===== config.mk =====
export PLATFORM = sky130hd
export DESIGN_NAME = response_line_classifier_decoder_flat
export DESIGN_NICKNAME = d
export VERILOG_FILES = /design/src/rtl/core/rlcd_pkg.sv /design/src/rtl/core/rlcd_in_if.sv /design/src/rtl/core/rlcd_out_if.sv /design/src/rtl/core/response_line_classifier_decoder.sv /design/src/flat_wrapper.sv
export SDC_FILE = /design/constraint.sdc
export NUM_CORES = 1
export LEC_CHECK = 0
export BUFFER_PORTS_ARGS = -buffer_cell sky130_fd_sc_hd__buf_2
export CORE_MARGIN = 1
export CORE_UTILIZATION = 35
export CTS_CLUSTER_SIZE = 24
export DETAILED_ROUTE_END_ITERATION = 7
export GPL_ROUTABILITY_DRIVEN = 0
export PLACE_DENSITY = 0.56
export REMOVE_ABC_BUFFERS = 1
export SYNTH_ARGS = -nofsm -noshare
export SYNTH_HDL_FRONTEND = slang
export SYNTH_SLANG_ARGS = --single-unit

===== constraint.sdc =====
create_clock -name i_clk -period 8.2 [get_ports i_clk]
set_clock_uncertainty 0.2 [all_clocks]
set_input_delay 2.46 -clock i_clk [delete_from_list [all_inputs] [get_ports i_clk]]
set_output_delay 2.46 -clock i_clk [all_outputs]
set_load 0.1 [all_outputs]

===== src/rtl/core/rlcd_pkg.sv =====
package rlcd_pkg;

    localparam int NUM_KW    = 6;
    localparam int KW_MAX    = 7;
    localparam int MAX_RES   = 3;
    localparam int FIFO_DEPTH = 8;
    localparam int PTR_W     = $clog2(FIFO_DEPTH);
    localparam int CNT_W     = $clog2(FIFO_DEPTH + 1);
    localparam int RES_W     = $clog2(MAX_RES + 1);
    localparam int CODE_W    = 31;

    localparam logic [7:0] CH_NUL     = 8'h00;
    localparam logic [7:0] CH_TAB     = 8'h09;
    localparam logic [7:0] CH_NL      = 8'h0A;
    localparam logic [7:0] CH_CR      = 8'h0D;
    localparam logic [7:0] CH_SPACE   = 8'h20;
    localparam logic [7:0] CH_HASH    = 8'h23;
    localparam logic [7:0] CH_PERCENT = 8'h25;
    localparam logic [7:0] CH_PLUS    = 8'h2B;
    localparam logic [7:0] CH_MINUS   = 8'h2D;
    localparam logic [7:0] CH_0       = 8'h30;
    localparam logic [7:0] CH_9       = 8'h39;
    localparam logic [7:0] CH_UA      = 8'h41;
    localparam logic [7:0] CH_UF      = 8'h46;
    localparam logic [7:0] CH_LA      = 8'h61;

    localparam logic [CODE_W-1:0] CODE_MAX   = {CODE_W{1'b1}};
    localparam logic [CODE_W-1:0] FAULT_BELOW = CODE_W'(100);

    typedef enum logic [2:0] {
        MODE_KEYWORD = 3'd0,
        MODE_COMMENT = 3'd1,
        MODE_SKIPSP  = 3'd2,
        MODE_RAW     = 3'd3,
        MODE_DATA    = 3'd4,
        MODE_CODE    = 3'd5,
        MODE_DROP    = 3'd6
    } t_mode;

    typedef enum logic [2:0] {
        KIND_DATA    = 3'd0,
        KIND_OK      = 3'd1,
        KIND_ERR     = 3'd2,
        KIND_INQ     = 3'd3,
        KIND_STATUS  = 3'd4,
        KIND_END     = 3'd5,
        KIND_INVALID = 3'd6
    } t_kind;

    typedef struct packed {
        logic              is_payload;
        logic [7:0]        out_byte;
        t_kind             line_kind;
        logic              last;
        logic [CODE_W-1:0] error_number;
        logic              server_fault;
    } t_result;

    // keyword table: D, S, OK, ERR, INQUIRE, END
    localparam logic [7:0] KW_TEXT [NUM_KW][KW_MAX] = '{
        '{8'h44, 8'h00, 8'h00, 8'h00, 8'h00, 8'h00, 8'h00},
        '{8'h53, 8'h00, 8'h00, 8'h00, 8'h00, 8'h00, 8'h00},
        '{8'h4F, 8'h4B, 8'h00, 8'h00, 8'h00, 8'h00, 8'h00},
        '{8'h45, 8'h52, 8'h52, 8'h00, 8'h00, 8'h00, 8'h00},
        '{8'h49, 8'h4E, 8'h51, 8'h55, 8'h49, 8'h52, 8'h45},
        '{8'h45, 8'h4E, 8'h44, 8'h00, 8'h00, 8'h00, 8'h00}
    };
    localparam logic [3:0] KW_LEN [NUM_KW] = '{4'd1, 4'd1, 4'd2, 4'd3, 4'd7, 4'd3};
    localparam t_kind KW_KIND [NUM_KW] =
        '{KIND_DATA, KIND_STATUS, KIND_OK, KIND_ERR, KIND_INQ, KIND_END};

    function automatic logic [7:0] hex_nibble(input logic [7:0] c);
        logic [7:0] v;
        if (c <= CH_9) begin
            v = c - CH_0;
        end else if (c <= CH_UF) begin
            v = c - CH_UA + 8'd10;
        end else begin
            v = c - CH_LA + 8'd10;
        end
        return v;
    endfunction

    function automatic t_result mk_res(input logic pay, input logic [7:0] b,
                                       input t_kind kind, input logic last,
                                       input logic [CODE_W-1:0] num,
                                       input logic fault);
        t_result r;
        r.is_payload   = pay;
        r.out_byte     = b;
        r.line_kind    = kind;
        r.last         = last;
        r.error_number = num;
        r.server_fault = fault;
        return r;
    endfunction

endpackage


===== src/rtl/core/rlcd_in_if.sv =====
interface rlcd_in_if;
    logic       valid;
    logic       ready;
    logic [7:0] byte_value;

    modport source (output valid, output byte_value, input ready);
    modport sink (input valid, input byte_value, output ready);
endinterface


===== src/rtl/core/rlcd_out_if.sv =====
interface rlcd_out_if;
    logic        valid;
    logic        ready;
    logic        is_payload;
    logic [7:0]  out_byte;
    logic [2:0]  line_kind;
    logic        last;
    logic [30:0] error_number;
    logic        server_fault;

    modport source (output valid, output is_payload, output out_byte, output line_kind,
                    output last, output error_number, output server_fault, input ready);
    modport sink (input valid, input is_payload, input out_byte, input line_kind,
                  input last, input error_number, input server_fault, output ready);
endinterface


===== src/rtl/core/response_line_classifier_decoder.sv =====
// channel | dir | payload                                          | beat
// i_in    | in  | byte_value                                       | one received byte
// o_out   | out | is_payload, out_byte, line_kind, last,           | one payload byte
//         |     | error_number, server_fault                       | or line summary
// one byte per cycle while i_in.ready is high: input register, parse logic, then an 8-entry result queue
// a byte's result goes from the input register through the parse logic into the queue; o_out shows the queue head
// a newline may put up to three beats in the queue; the queue drains one beat per cycle while o_out.ready is high
// i_in.ready drops while the queue holds more than two beats
// i_rst_n clears the parser to the start of a line and empties the queue
module response_line_classifier_decoder (
    input  logic              i_clk,
    input  logic              i_rst_n,
    rlcd_in_if.sink           i_in,
    rlcd_out_if.source        o_out
);

    logic                         r_in_valid;
    logic [7:0]                   r_in_byte;

    logic [3:0]                   r_pos, n_pos;
    logic [rlcd_pkg::NUM_KW-1:0]  r_mask, n_mask;
    rlcd_pkg::t_mode              r_mode, n_mode;
    rlcd_pkg::t_kind              r_kind, n_kind;
    logic [1:0]                   r_esc, n_esc;
    logic [7:0]                   r_held, n_held;
    logic [rlcd_pkg::CODE_W-1:0]  r_acc, n_acc;
    logic [1:0]                   r_phase, n_phase;
    logic                         r_neg, n_neg;
    logic                         n_clear;

    rlcd_pkg::t_result            n_res [rlcd_pkg::MAX_RES];
    logic [rlcd_pkg::RES_W-1:0]   n_num;

    rlcd_pkg::t_result            r_fifo [rlcd_pkg::FIFO_DEPTH];
    logic [rlcd_pkg::PTR_W-1:0]   r_wr_ptr;
    logic [rlcd_pkg::PTR_W-1:0]   r_rd_ptr;
    logic [rlcd_pkg::CNT_W-1:0]   r_count;

    rlcd_pkg::t_result            w_head;
    logic                         w_accept;
    logic                         w_pop;

    assign w_accept    = i_in.valid & i_in.ready;
    assign w_pop       = o_out.valid & o_out.ready;
    assign i_in.ready  = r_count <=
        rlcd_pkg::CNT_W'(rlcd_pkg::FIFO_DEPTH - 2 * rlcd_pkg::MAX_RES);

    always_ff @(posedge i_clk) begin
        if (!i_rst_n) begin
            r_in_valid <= 1'b0;
        end else begin
            r_in_valid <= w_accept;
        end
        if (w_accept) begin
            r_in_byte <= i_in.byte_value;
        end
    end

    // parse logic
    always_comb begin
        logic [7:0]                  b;
        logic [rlcd_pkg::NUM_KW-1:0] alive;
        logic                        hit;
        logic [2:0]                  hit_idx;
        rlcd_pkg::t_kind             end_kind;
        logic [1:0]                  idx;
        logic                        digit;
        logic                        ws;
        logic [rlcd_pkg::CODE_W+3:0] acc10;
        logic [rlcd_pkg::CODE_W-1:0] num;
        logic                        fault;
        logic [7:0]                  hi_nib;
        logic [7:0]                  lo_nib;

        n_pos   = r_pos;
        n_mask  = r_mask;
        n_mode  = r_mode;
        n_kind  = r_kind;
        n_esc   = r_esc;
        n_held  = r_held;
        n_acc   = r_acc;
        n_phase = r_phase;
        n_neg   = r_neg;
        n_clear = 1'b0;
        n_num   = '0;
        for (int k = 0; k < rlcd_pkg::MAX_RES; k++) begin
            n_res[k] = '0;
        end

        b        = r_in_byte;
        alive    = '0;
        hit      = 1'b0;
        hit_idx  = '0;
        end_kind = rlcd_pkg::KIND_INVALID;
        idx      = '0;
        digit    = (b >= rlcd_pkg::CH_0) && (b <= rlcd_pkg::CH_9);
        ws       = (b == rlcd_pkg::CH_SPACE) ||
                   ((b >= rlcd_pkg::CH_TAB) && (b <= rlcd_pkg::CH_CR));
        acc10    = ({4'b0, r_acc} << 3) + ({4'b0, r_acc} << 1) +
                   (rlcd_pkg::CODE_W+4)'(b - rlcd_pkg::CH_0);
        num      = '0;
        fault    = 1'b0;
        hi_nib   = rlcd_pkg::hex_nibble(r_held);
        lo_nib   = rlcd_pkg::hex_nibble(b);

        for (int i = 1; i < rlcd_pkg::NUM_KW; i++) begin
            if (r_mask[i] && (r_pos == rlcd_pkg::KW_LEN[i])) begin
                end_kind = rlcd_pkg::KW_KIND[i];
            end
        end

        if (r_in_valid) begin
            if (b == rlcd_pkg::CH_NL) begin
                if ((r_mode == rlcd_pkg::MODE_COMMENT) ||
                    ((r_mode == rlcd_pkg::MODE_KEYWORD) && (r_pos == 4'd0))) begin
                    n_clear = 1'b1;
                end else begin
                    if (r_mode != rlcd_pkg::MODE_KEYWORD) begin
                        end_kind = r_kind;
                    end
                    if ((r_mode == rlcd_pkg::MODE_DATA) && (r_esc >= 2'd1)) begin
                        n_res[idx] = rlcd_pkg::mk_res(1'b1, rlcd_pkg::CH_PERCENT, end_kind,
                                                      1'b0, '0, 1'b0);
                        idx = idx + 2'd1;
                    end
                    if ((r_mode == rlcd_pkg::MODE_DATA) && (r_esc >= 2'd2)) begin
                        n_res[idx] = rlcd_pkg::mk_res(1'b1, r_held, end_kind,
                                                      1'b0, '0, 1'b0);
                        idx = idx + 2'd1;
                    end
                    if (end_kind == rlcd_pkg::KIND_ERR) begin
                        num   = r_neg ? '0 : r_acc;
                        fault = r_neg || (r_acc < rlcd_pkg::FAULT_BELOW);
                    end
                    n_res[idx] = rlcd_pkg::mk_res(1'b0, 8'd0, end_kind, 1'b1, num, fault);
                    n_num   = rlcd_pkg::RES_W'(idx) + rlcd_pkg::RES_W'(1);
                    n_clear = 1'b1;
                end
            end else begin
                unique case (r_mode)
                    rlcd_pkg::MODE_KEYWORD: begin
                        if ((r_pos == 4'd0) && (b == rlcd_pkg::CH_HASH)) begin
                            n_mode = rlcd_pkg::MODE_COMMENT;
                        end else begin
                            for (int i = 0; i < rlcd_pkg::NUM_KW; i++) begin
                                if (r_mask[i] && !hit) begin
                                    if (r_pos < rlcd_pkg::KW_LEN[i]) begin
                                        if (b == rlcd_pkg::KW_TEXT[i][r_pos[2:0]]) begin
                                            alive[i] = 1'b1;
                                        end
                                    end else if (r_pos == rlcd_pkg::KW_LEN[i]) begin
                                        if ((b == rlcd_pkg::CH_SPACE) ||
                                            ((b == rlcd_pkg::CH_NUL) && (i != 0))) begin
                                            hit     = 1'b1;
                                            hit_idx = 3'(i);
                                        end
                                    end
                                end
                            end
                            if (hit) begin
                                n_kind = rlcd_pkg::KW_KIND[hit_idx];
                                if (b == rlcd_pkg::CH_NUL) begin
                                    n_mode = rlcd_pkg::MODE_DROP;
                                end else begin
                                    case (rlcd_pkg::KW_KIND[hit_idx])
                                        rlcd_pkg::KIND_DATA: n_mode = rlcd_pkg::MODE_DATA;
                                        rlcd_pkg::KIND_ERR:  n_mode = rlcd_pkg::MODE_CODE;
                                        rlcd_pkg::KIND_END:  n_mode = rlcd_pkg::MODE_DROP;
                                        default:             n_mode = rlcd_pkg::MODE_SKIPSP;
                                    endcase
                                end
                            end else begin
                                n_mask = alive;
                                if (r_pos != 4'd15) begin
                                    n_pos = r_pos + 4'd1;
                                end
                                if (alive == '0) begin
                                    n_kind = rlcd_pkg::KIND_INVALID;
                                    n_mode = rlcd_pkg::MODE_DROP;
                                end
                            end
                        end
                    end
                    rlcd_pkg::MODE_SKIPSP: begin
                        if (b == rlcd_pkg::CH_NUL) begin
                            n_mode = rlcd_pkg::MODE_DROP;
                        end else if (b != rlcd_pkg::CH_SPACE) begin
                            n_mode   = rlcd_pkg::MODE_RAW;
                            n_res[0] = rlcd_pkg::mk_res(1'b1, b, r_kind, 1'b0, '0, 1'b0);
                            n_num    = rlcd_pkg::RES_W'(1);
                        end
                    end
                    rlcd_pkg::MODE_RAW: begin
                        if (b == rlcd_pkg::CH_NUL) begin
                            n_mode = rlcd_pkg::MODE_DROP;
                        end else begin
                            n_res[0] = rlcd_pkg::mk_res(1'b1, b, r_kind, 1'b0, '0, 1'b0);
                            n_num    = rlcd_pkg::RES_W'(1);
                        end
                    end
                    rlcd_pkg::MODE_DATA: begin
                        if (r_esc == 2'd0) begin
                            if (b == rlcd_pkg::CH_PERCENT) begin
                                n_esc = 2'd1;
                            end else begin
                                n_res[0] = rlcd_pkg::mk_res(1'b1, b, r_kind, 1'b0, '0, 1'b0);
                                n_num    = rlcd_pkg::RES_W'(1);
                            end
                        end else if (r_esc == 2'd1) begin
                            n_held = b;
                            n_esc  = 2'd2;
                        end else begin
                            n_esc    = 2'd0;
                            n_res[0] = rlcd_pkg::mk_res(1'b1,
                                {hi_nib[3:0], 4'b0} + lo_nib, r_kind, 1'b0, '0, 1'b0);
                            n_num    = rlcd_pkg::RES_W'(1);
                        end
                    end
                    rlcd_pkg::MODE_CODE: begin
                        if (b == rlcd_pkg::CH_NUL) begin
                            n_phase = 2'd3;
                            n_mode  = rlcd_pkg::MODE_DROP;
                        end else if ((r_phase == 2'd0) && ws) begin
                            n_phase = r_phase;
                        end else if ((r_phase == 2'd0) &&
                                     ((b == rlcd_pkg::CH_PLUS) || (b == rlcd_pkg::CH_MINUS))) begin
                            n_neg   = (b == rlcd_pkg::CH_MINUS);
                            n_phase = 2'd1;
                        end else if ((r_phase != 2'd3) && digit) begin
                            if (acc10 > {4'b0, rlcd_pkg::CODE_MAX}) begin
                                n_acc = rlcd_pkg::CODE_MAX;
                            end else begin
                                n_acc = acc10[rlcd_pkg::CODE_W-1:0];
                            end
                            n_phase = 2'd2;
                        end else begin
                            n_phase = 2'd3;
                        end
                    end
                    default: begin
                        n_mode = r_mode;
                    end
                endcase
            end
        end
    end

    always_ff @(posedge i_clk) begin
        if (!i_rst_n || n_clear) begin
            r_pos   <= '0;
            r_mask  <= '1;
            r_mode  <= rlcd_pkg::MODE_KEYWORD;
            r_kind  <= rlcd_pkg::KIND_DATA;
            r_esc   <= '0;
            r_held  <= '0;
            r_acc   <= '0;
            r_phase <= '0;
            r_neg   <= 1'b0;
        end else begin
            r_pos   <= n_pos;
            r_mask  <= n_mask;
            r_mode  <= n_mode;
            r_kind  <= n_kind;
            r_esc   <= n_esc;
            r_held  <= n_held;
            r_acc   <= n_acc;
            r_phase <= n_phase;
            r_neg   <= n_neg;
        end
    end

    // result queue
    always_ff @(posedge i_clk) begin
        for (int k = 0; k < rlcd_pkg::MAX_RES; k++) begin
            if (rlcd_pkg::RES_W'(k) < n_num) begin
                r_fifo[r_wr_ptr + rlcd_pkg::PTR_W'(k)] <= n_res[k];
            end
        end
    end

    always_ff @(posedge i_clk) begin
        if (!i_rst_n) begin
            r_wr_ptr <= '0;
            r_rd_ptr <= '0;
            r_count  <= '0;
        end else begin
            r_wr_ptr <= r_wr_ptr + rlcd_pkg::PTR_W'(n_num);
            if (w_pop) begin
                r_rd_ptr <= r_rd_ptr + rlcd_pkg::PTR_W'(1);
            end
            r_count <= r_count + rlcd_pkg::CNT_W'(n_num) - rlcd_pkg::CNT_W'(w_pop);
        end
    end

    assign w_head             = r_fifo[r_rd_ptr];
    assign o_out.valid        = r_count != '0;
    assign o_out.is_payload   = w_head.is_payload;
    assign o_out.out_byte     = w_head.out_byte;
    assign o_out.line_kind    = w_head.line_kind;
    assign o_out.last         = w_head.last;
    assign o_out.error_number = w_head.error_number;
    assign o_out.server_fault = w_head.server_fault;

endmodule


===== src/flat_wrapper.sv =====
// flat-port wrapper written by rule: the top's interface ports become plain ports
module response_line_classifier_decoder_flat 
  (i_clk, i_rst_n, i_in_valid, i_in_byte_value, i_in_ready, o_out_valid, o_out_is_payload, o_out_out_byte, o_out_line_kind, o_out_last, o_out_error_number, o_out_server_fault, o_out_ready);
  rlcd_in_if i_in_i ();
  rlcd_out_if o_out_i ();
  input  logic i_clk;
  input  logic i_rst_n;
  input wire logic [$bits(i_in_i.valid)-1:0] i_in_valid;
  input wire logic [$bits(i_in_i.byte_value)-1:0] i_in_byte_value;
  output wire logic [$bits(i_in_i.ready)-1:0] i_in_ready;
  output wire logic [$bits(o_out_i.valid)-1:0] o_out_valid;
  output wire logic [$bits(o_out_i.is_payload)-1:0] o_out_is_payload;
  output wire logic [$bits(o_out_i.out_byte)-1:0] o_out_out_byte;
  output wire logic [$bits(o_out_i.line_kind)-1:0] o_out_line_kind;
  output wire logic [$bits(o_out_i.last)-1:0] o_out_last;
  output wire logic [$bits(o_out_i.error_number)-1:0] o_out_error_number;
  output wire logic [$bits(o_out_i.server_fault)-1:0] o_out_server_fault;
  input wire logic [$bits(o_out_i.ready)-1:0] o_out_ready;
  assign i_in_i.valid = i_in_valid;
  assign i_in_i.byte_value = i_in_byte_value;
  assign i_in_ready = i_in_i.ready;
  assign o_out_valid = o_out_i.valid;
  assign o_out_is_payload = o_out_i.is_payload;
  assign o_out_out_byte = o_out_i.out_byte;
  assign o_out_line_kind = o_out_i.line_kind;
  assign o_out_last = o_out_i.last;
  assign o_out_error_number = o_out_i.error_number;
  assign o_out_server_fault = o_out_i.server_fault;
  assign o_out_i.ready = o_out_ready;
  response_line_classifier_decoder u_core (.i_clk(i_clk), .i_rst_n(i_rst_n), .i_in(i_in_i), .o_out(o_out_i));
endmodule

[Yosys cells after proc, flatten, opt, wreduce, memory -nomap -nowiden]
Memories as Yosys holds them, arrays and structs flattened. A register that Yosys moved wholly into a read port is not among the register bits.
Cells that the tools add are included.
Word-level totals
  register bits after elaboration: 79
  memory bits (writable): 360
  ROM bits: 408
  bits of input ports: 12
  output and inout bits: 47
  logic and storage cells: 395
  memories kept: 8
Memory list
  u_core.r_fifo: words 8, bits a word 45, rd ports 1, clocked after memory_dff 1, wr ports 3, line response_line_classifier_decoder.sv:34  | rlcd_pkg::t_result r_fifo [rlcd_pkg::FIFO_DEPTH];
  (name not given): words 8, bits a word 8, rd ports 1, clocked after memory_dff 0, wr ports 0, line response_line_classifier_decoder.sv:148  | if (b == rlcd_pkg::KW_TEXT[i][r_pos[2:0]]) begin
  (name not given): words 8, bits a word 8, rd ports 1, clocked after memory_dff 0, wr ports 0, line response_line_classifier_decoder.sv:148
  (name not given): words 8, bits a word 8, rd ports 1, clocked after memory_dff 0, wr ports 0, line response_line_classifier_decoder.sv:148
  (name not given): words 8, bits a word 8, rd ports 1, clocked after memory_dff 0, wr ports 0, line response_line_classifier_decoder.sv:148
  (name not given): words 8, bits a word 8, rd ports 1, clocked after memory_dff 0, wr ports 0, line response_line_classifier_decoder.sv:148
  +2 memories
Operators by class
  $add $sub $neg: 23
  $lt $le $gt $ge: 25
  eq/ne operators: 33
  multiplexer cells: 225
  bitwise gates (word level): 13
  reductions and logical operators: 54
Operators by type and width (number)
  $mux W135: 6
  $mux W45: 13
  $bwmux W135: 2
  $mux W31: 6
  $demux W45 S2: 2
  $mux W3: 47
  $pmux W45 S3: 1
  $mux W8: 14
  $mux W1: 109
  $mux W90: 1
  $eq A8 B8 Y1: 6
  $eq A8 B6 Y1 const B: 5
  $mux W2: 19
  $add A34 B32 Y35: 1
  $add A35 B35 Y35: 1
  $gt A35 B31 Y1 const B: 1
  $lt A31 B7 Y1 const B: 1
  $logic_and A1 B1 Y1: 21
  $pmux W3 S3: 2
  $reduce_and A6 Y1: 3
  $add A8 B4 Y8 const B: 2
  $le A8 B6 Y1 const B: 2
  $le A8 B7 Y1 const B: 2
  $sub A8 B7 Y8 const B: 2
  59 further kinds: 104

[Longest topological paths before layout]
Gate-level depths: netlist (run 1).
  depth after elaboration: 58
  depth in mapped cells: 17
  depth with buffers taken out: 16

[Least setup slack after synthesis (run 1)]
OpenSTA, ideal clock, no wires.
  path type: register -> register
  start point: reg u_core.r_in_byte[6]
  end point: reg u_core.r_acc[25] (netlist name)
  setup time: 129 ps
  data arrival time: 6348 ps
  data required time: 7871 ps
  path slack: 1524 ps
  stages on the path, launching flop included: 16
  path buffers: 4
  clock period less this slack: 6676 ps
  path through: edfxtp_1 buf_6 clkbuf_1 nor3_1 fa_1 ha_1 buf_6 nand4_2 or4_1 a21oi_2 a211oi_2 or3_1 a31o_1 nor4_4 buf_6 a21oi_2
Between the ends
  word-level cells in the longest chain between the ends: 6
  elaborated cells between the ends (all ways): 28
  those cells by class: add/sub: 2; order compare: 5; eq/ne: 4; mux: 3; bitwise: 4; reduce/logical: 10
RTL lines
  start: declaration: line response_line_classifier_decoder.sv:18  | logic [7:0] r_in_byte;
  start signal: assignment: line response_line_classifier_decoder.sv:55  | r_in_byte <= i_in.byte_value;
  parallel branches: the longest is 6 deep, another holds $add A35 B35 Y35
  end signal: assignment: line response_line_classifier_decoder.sv:266  | r_acc <= n_acc;
  end: declaration: line response_line_classifier_decoder.sv:26  | logic [rlcd_pkg::CODE_W-1:0] r_acc, n_acc;
Several ways; the timed one is not identified.
A chain may end at the register's enable or synchronous reset.

==> reports/results.txt, run 1 <==
Result of the run: complete, no violations
Clock Root Buffer: sky130_fd_sc_hd__clkbuf_16
Biggest cell delay along the critical path: 0.98 ns
Die Footprint: 0.0698 mm²
Effective utilization at floorplan: 35.6%
Total of cells resized after clock tree synthesis: 0
Setup TNS: 0 ns
Leading post-synthesis cells by cell area: sky130_fd_sc_hd__edfxtp_1 46%, sky130_fd_sc_hd__mux4_2 8.4%, sky130_fd_sc_hd__dfxtp_1 6.2%, sky130_fd_sc_hd__nor2_1 6.1%, sky130_fd_sc_hd__ha_1 3.7%
Row count: 95
Detailed Route Iter0 Violations: 1,525
Slew at the pin closest to its max-slew limit: 1.10 ns
Family with the most delay on the worst path: flip-flops
CP Cell Sequence: buf_4, mux4_2, mux2_2, buf_2
Type of the setup path with the least slack: flop to output pin
Fin area: 0.0268 mm²
Buffering stage count on the worst path with inverters included: 2
Worst reg2reg startpoint: u_core.r_in_byte[4]
Total power density per cell area: 247 mW/mm²
Worst vdd ir: 0.000195 V
Number of cells traversed by the worst register-to-register path: 14
Post-synth top area share: 45.9%
Number of flops mapped to enable cells by yosys: 368
Number of vias per cell after detailed routing: 5.53
Std-Cell Core Area: 0.0676 mm²
Average wire per cell in the routed design: 22.2 µm
Average cell area after synthesis: 11.7 µm²
Async set-or-reset flop fraction in the synthesized netlist: 0%
Clock input transition at the sequential cells of the worst setup and hold paths: 0.06 ns
Clock tree from TritonCTS: built
Growth of design area from synthesis to finish: 11.4%
Total number of yosys warnings: 0
Synthesis-stage register bit count: 442
DP Area: 0.0252 mm²
Num ports: 59
Max Cap Viol: 0
Setup repair after global routing missed its margin: no
Fraction of the core area covered by cells at the end of the flow: 39.6%
Post-CTS Setup Inserts: 0
Vias in the first global route: 16,700
Min-Delay Startpoint: u_core.r_mask[0]
Number of nets in the finished design: 2,195
Achievable clock frequency: 164 MHz
DRT antenna net count: 0
Number of search-and-repair iterations in the first detailed-routing pass: 6
Data arrival time of the worst path: 3.44 ns
Highest fanout seen on the critical path: 45
Fill cell total of the finished layout: 6,350
Number of unique standard cell types used by synthesis: 90
Count leader, synth: sky130_fd_sc_hd__nor2_1
Total stage count of the critical path: 4
Global-route usage over all layers: 19.0%
Seq/Total Area, Yosys: 52.1%
Post-route worst hold slack: 0.290 ns
Startpoint class of the critical path: flop
Leak: 9.26 nW
Hold buffer count at CTS: 0
Top FF cell, synth: sky130_fd_sc_hd__edfxtp_1
Hold path depth: 1
Number of hold violations in the final report: 0
Routed via count: 16,600
Chip Height: 264 µm
Final period utilization: 74.3%
Setup crit end kind: output pin
First-pass GRT wire length: 102 mm
Clock latency on the worst-skew pair: 0.60 ns
Number of clock sinks: 442
Grt total ovfl: 0
Highest-delay cell along the critical path: sky130_fd_sc_hd__dfxtp_4
Most numerous cell types in the synthesized netlist: 389 x sky130_fd_sc_hd__nor2_1, 368 x sky130_fd_sc_hd__edfxtp_1, 136 x sky130_fd_sc_hd__nand2_1
Max_slew headroom: 26.1%
Worst Hold Class: flop to flop
Worst EP required: 5.54 ns
Routed WL: 66.4 mm
Cell accounting for the most synthesized area: sky130_fd_sc_hd__edfxtp_1
Initial antenna violation count: 3
Number of instances in the synthesized netlist: 2,065
Share of cells above drive strength 1: 17.9%
Number of buffers added by the clock tree synthesis step: 48
Cell Area, Synth: 0.0241 mm²
DP HPWL: 41.4 mm
# DRC: 0
Count of final max-slew check failures: 0
# setup viols final: 0
Htree depth: 2
Largest net degree at the start of global routing: 66
Post-layout minimum cycle time: 6.10 ns
Max clock buf depth: 3
Port Buf Inserts: 58
Die boundary width: 264 µm
-- placed cells by master (no fill, tap or decap), types with 23 or more instances in the layout --
cell | synthesis | routed
sky130_fd_sc_hd__mux2i_1 | 26 | 26
sky130_fd_sc_hd__nand3_1 | 23 | 23
sky130_fd_sc_hd__xnor2_1 | 35 | 35
sky130_fd_sc_hd__inv_1 | 74 | 74
sky130_fd_sc_hd__ha_1 | 71 | 71
sky130_fd_sc_hd__edfxtp_1 | 368 | 368
sky130_fd_sc_hd__mux2_2 | 45 | 45
sky130_fd_sc_hd__dfxtp_1 | 74 | 71
sky130_fd_sc_hd__a21oi_2 | 31 | 31
sky130_fd_sc_hd__buf_2 | 26 | 58
sky130_fd_sc_hd__nor2_1 | 389 | 389
sky130_fd_sc_hd__mux4_2 | 90 | 90
sky130_fd_sc_hd__xor2_1 | 23 | 23
sky130_fd_sc_hd__a211oi_1 | 41 | 41
sky130_fd_sc_hd__a21oi_1 | 94 | 94
sky130_fd_sc_hd__fa_1 | 33 | 33
sky130_fd_sc_hd__o21ai_0 | 118 | 111
sky130_fd_sc_hd__nand2_1 | 136 | 136
sky130_fd_sc_hd__clkbuf_16 | 0 | 48
-- power breakdown --
part	internal (mW)	switching [mW]	leakage, nW
Combinational	0.548	1.21	4.53
Clock	1.31	0.934	0.779
Sequential	2.45	0.171	3.96
-- final cells by class --
type,instances,area (µm²),area share (%)
clock inverter,27,338,1.26
sequential,442,12500,46.8
antenna,1,2.50,0.00933
timing repair buffer,80,455,1.70
tap,873,1090,4.07
multi-input combinational,1431,10800,40.3
inverter,76,285,1.06
clock buffer,63,1290,4.80
-- routing by layer --
| metal | global-route usage, % | vias up | share of wire, % |
|---|---|---|---|
| met5 | 0 | - | 0 |
| met4 | 4.87 | 0 | 1.9 |
| met3 | 2.84 | 84 | 7.0 |
| met2 | 30.9 | 529 | 47 |
| met1 | 26.4 | 8310 | 44 |
| li1 | - | 7636 | - |
-- per-stage QoR --
stage                     std cells  worst slack [ns]  power, mW
final                          2993              2.10       6.62
after global routing           2992              1.85       6.88
after CTS                      2992              1.98       6.67
after detailed placement       2902              2.64       4.44
after global placement         2902              2.70       4.42
after floorplan                1949             0.333       4.06
-- cells by family after synthesis --
family / share of synthesized area [%]
AO/OA/AOI/OAI: 11.2
XOR/XNOR: 2.11
adder cells (fa/ha/maj): 6.44
buffers and inverters: 3.46
flip-flops: 52.1
multiplexers: 11.6
AND/OR/NAND/NOR: 13.1
-- sequential cells by signal, summed over array words and instances, names as in the netlist, named ones only --
register           count
u_core.r_count         4
u_core.r_in_valid      1
u_core.r_rd_ptr        3
u_core.r_wr_ptr        3
u_core.r_kind          3
u_core.r_acc          31
u_core.r_mask          6
u_core.r_in_byte       8
u_core.r_mode          3
u_core.r_pos           4
u_core.r_fifo        360
u_core.r_phase         2
u_core.r_held          8
u_core.r_esc           2
u_core.r_neg           1
-- worst reg2reg max path, stage by stage (launching register included) --
cell and delay, ns:
sky130_fd_sc_hd__edfxtp_1 0.67, sky130_fd_sc_hd__ha_1 0.43, sky130_fd_sc_hd__nor3_2 0.12, sky130_fd_sc_hd__buf_4 0.40
sky130_fd_sc_hd__fa_1 0.52, sky130_fd_sc_hd__ha_1 0.43, sky130_fd_sc_hd__nand4_2 0.17, sky130_fd_sc_hd__or4_1 0.52
sky130_fd_sc_hd__a21oi_2 0.22, sky130_fd_sc_hd__a211oi_2 0.15, sky130_fd_sc_hd__or3_1 0.36, sky130_fd_sc_hd__a31o_1 0.25
sky130_fd_sc_hd__nor4_4 0.26, sky130_fd_sc_hd__buf_4 0.47, sky130_fd_sc_hd__a21oi_1 0.16
-- final timing paths --
| check | slack, ns | to |
|---|---|---|
| max | 2.10 | o_out_error_number[2] |
| min | 0.29 | u_core.r_mask[0] |
| max reg2reg | 2.73 | u_core.r_acc[0] |
| min reg2reg | 0.29 | u_core.r_mask[0] |
Power figures use the tool's default switching activity.
==> inputs of run 2 (changes only) <==
==> constraint.sdc (replaced) <==
create_clock -name i_clk -period 6 [get_ports i_clk]
set_clock_uncertainty 0.2 [all_clocks]
set_input_delay 1.8 -clock i_clk [delete_from_list [all_inputs] [get_ports i_clk]]
set_output_delay 1.8 -clock i_clk [all_outputs]
set_load 0.1 [all_outputs]
==> run 2 against run 1 <==
Against the previous run:
- sequential power is 32% higher
- clock power is 31% higher
- global-route usage is 0.071 points lower
- sequential share of layout area is 0.14 points lower
- setup slack worse by 1.3 ns
- largest cell class unchanged
- die area stayed put
- first-iteration DRC count is 12% lower
- sequential cell count stayed put
- critical endpoint is now u_core.r_acc[0]
- register-to-register slack worse by 1.9 ns
==> reports/results.txt, run 2 (same netlist as run 1, synthesis figures left out) <==
Routed WL: 65.5 mm (was 66.4 mm)
Data arrival time of the worst path: 5.48 ns (was 3.44 ns)
Growth of design area from synthesis to finish: 11.7% (was 11.4%)
Routed via count: 16,600 (about the same)
Effective utilization at floorplan: 35.6% (unchanged)
Die Footprint: 0.0698 mm² (unchanged)
Achievable clock frequency: 192 MHz
Hold buffer count at CTS: 0 (unchanged)
Min-Delay Startpoint: u_core.r_rd_ptr[1] (was u_core.r_mask[0])
Vias in the first global route: 16,900 (was 16,700)
Worst reg2reg startpoint: u_core.r_in_byte[5] (was u_core.r_in_byte[4])
Worst vdd ir: 0.000262 V (was 0.000195 V)
Post-CTS Setup Inserts: 0 (unchanged)
Capture point of the critical path: u_core.r_acc[0] (was o_out_error_number[2])
Max clock buf depth: 3 (unchanged)
Port Buf Inserts: 58 (unchanged)
Chip Height: 264 µm (unchanged)
Top library cells by usage in the layout, fill and taps aside: 389 x sky130_fd_sc_hd__nor2_1, 368 x sky130_fd_sc_hd__edfxtp_1, 136 x sky130_fd_sc_hd__nand2_1, 111 x sky130_fd_sc_hd__o21ai_0, 94 x sky130_fd_sc_hd__a21oi_1 (unchanged)
DP HPWL: 41.9 mm (was 41.4 mm)
Most common library cell in the layout ignoring fill and taps: sky130_fd_sc_hd__nor2_1 (unchanged)
Std-Cell Core Area: 0.0676 mm² (unchanged)
Max Cap Viol: 0 (unchanged)
Clock input transition at the sequential cells of the worst setup and hold paths: 0.06 ns (about the same)
Number of clock sinks: 442 (unchanged)
Worst EP required: 6.26 ns (was 5.54 ns)
Type of the setup path with the least slack: flop to flop (was flop to output pin)
Number of vias per cell after detailed routing: 5.55 (was 5.53)
Number of search-and-repair iterations in the first detailed-routing pass: 5 (was 6)
Setup slack of the worst register-to-register path: 0.78 ns (was 2.73 ns)
Slew at the pin closest to its max-slew limit: 1.11 ns (was 1.10 ns)
Startpoint class of the critical path: flop (unchanged)
Largest registers: u_core.r_fifo: 360 flops, u_core.r_acc: 31 flops (unchanged)
First-pass GRT wire length: 102 mm (about the same)
Total power density per cell area: 333 mW/mm² (was 247 mW/mm²)
Worst Hold Class: flop to flop (unchanged)
Clock tree from TritonCTS: built (unchanged)
Fraction of the core area covered by cells at the end of the flow: 39.8% (was 39.6%)
Antenna Cells: 0 (was 1)
Initial antenna violation count: 0 (was 3)
Average wire per cell in the routed design: 21.9 µm (was 22.2 µm)
Row count: 95 (unchanged)
Post-layout minimum cycle time: 5.22 ns
First element of the critical path: u_core.r_in_byte[5]
Clock Root Buffer: sky130_fd_sc_hd__clkbuf_16 (unchanged)
Number of cells traversed by the worst register-to-register path: 15 (was 14)
Reg-to-Reg End: u_core.r_acc[0] (unchanged)
Placed cell count: 2,911 (was 2,902)
Num ports: 59 (unchanged)
Number of buffers added by the clock tree synthesis step: 49 (was 48)
Highest fanout seen on the critical path: 31 (was 45)
Final period utilization: 86.9%
Number of nets in the finished design: 2,205 (was 2,195)
Setup repair after global routing missed its margin: no (unchanged)
Total of cells resized after clock tree synthesis: 0 (unchanged)
Clock latency on the worst-skew pair: 0.61 ns (was 0.60 ns)
Detailed Route Iter0 Violations: 1,340 (was 1,525)
Number of flip-flops under the largest register name: 360 (unchanged)
DRT antenna net count: 0 (unchanged)
Fin area: 0.0269 mm² (was 0.0268 mm²)
DP Area: 0.0253 mm² (was 0.0252 mm²)
Leak: 9.31 nW (was 9.26 nW)
Grt total ovfl: 0 (unchanged)
Global-route usage over all layers: 18.9% (was 19.0%)
Die boundary width: 264 µm (unchanged)
Setup crit end kind: flop (was output pin)
# setup viols final: 0 (unchanged)
Setup TNS: 0 ns (unchanged)
Result of the run: complete, no violations (unchanged)
# DRC: 0 (unchanged)
Largest net degree at the start of global routing: 48 (was 66)
Htree depth: 2 (unchanged)
Register containing the most flip-flops in the final layout: u_core.r_fifo (unchanged)
Share of cells above drive strength 1: 18.2% (was 17.9%)
Non-Filler Instances: 2,998 (was 2,993)
Max_slew headroom: 25.4% (was 26.1%)
Count of final max-slew check failures: 0 (unchanged)
Number of hold violations in the final report: 0 (unchanged)
run 2: cell count changes in the layout (fill, tap and decap cells not counted), sizes merged:
| cell | delta |
|---|---|
| inv | +1 |
| buf | +9 |
| clkbuf | -4 |
| clkinvlp | -3 |
| clkinv | +6 |
| bufinv | -3 |
| diode | -1 |
run 2: critical path, stage by stage (launching register included):
cell	delay, ns
sky130_fd_sc_hd__edfxtp_1	0.55
sky130_fd_sc_hd__ha_1	0.34
sky130_fd_sc_hd__nor3_2	0.12
sky130_fd_sc_hd__buf_4	0.42
sky130_fd_sc_hd__fa_1	0.51
sky130_fd_sc_hd__ha_1	0.40
sky130_fd_sc_hd__a21o_1	0.24
sky130_fd_sc_hd__a2111oi_2	0.43
sky130_fd_sc_hd__o211ai_1	0.14
sky130_fd_sc_hd__or3_1	0.37
sky130_fd_sc_hd__a21oi_1	0.21
sky130_fd_sc_hd__o21a_1	0.15
sky130_fd_sc_hd__xnor2_1	0.10
sky130_fd_sc_hd__nor4_4	0.21
sky130_fd_sc_hd__buf_4	0.48
sky130_fd_sc_hd__a21oi_1	0.13
run 2: metrics by stage:
step / power, mW / setup slack (ns) / hold WS, ns
2_1_floorplan: 5.55 / -1.87 / 0.250
3_3_place_gp: 6.09 / 0.866 / 0.271
3_5_place_dp: 6.10 / 0.815 / 0.286
4_1_cts: 9.03 / 0.791 / 0.301
5_1_grt: 9.31 / 0.535 / 0.324
6_report: 8.94 / 0.784 / 0.297
run 2: worst min path at each step:
| stage | to | slack [ns] | cells past startpoint |
|---|---|---|---|
| floorplan | u_core.r_mask[5] | 0.25 | 1 |
| global placement | u_core.r_mask[0] | 0.27 | 1 |
| detailed placement | u_core.r_mask[0] | 0.29 | 1 |
| CTS | flop | 0.30 | 2 |
| global route | u_core.r_mask[0] | 0.32 | 1 |
| finish | flop | 0.30 | 2 |
run 2: cell type report:
type	instances	area (µm²)
inverter	76	285
clock inverter	28	278
clock buffer	59	1270
tap	873	1090
sequential	442	12500
fill	6358	40700
multi-input combinational	1431	10800
timing repair buffer	89	611
run 2: report_power, final:
part,switching [mW],total (mW),internal (mW)
Clock,1.28,2.93,1.65
Sequential,0.109,3.46,3.35
Combinational,1.78,2.55,0.770
Total,3.17,8.94,5.78
run 2: per-layer routing:
metal	GRT usage, %	share of wire [%]	wire length (µm)
met5	0	0	0
met4	5.06	2.0	1320
met3	2.51	5.3	3480
met2	31.6	48	31600
met1	25.8	44	29100
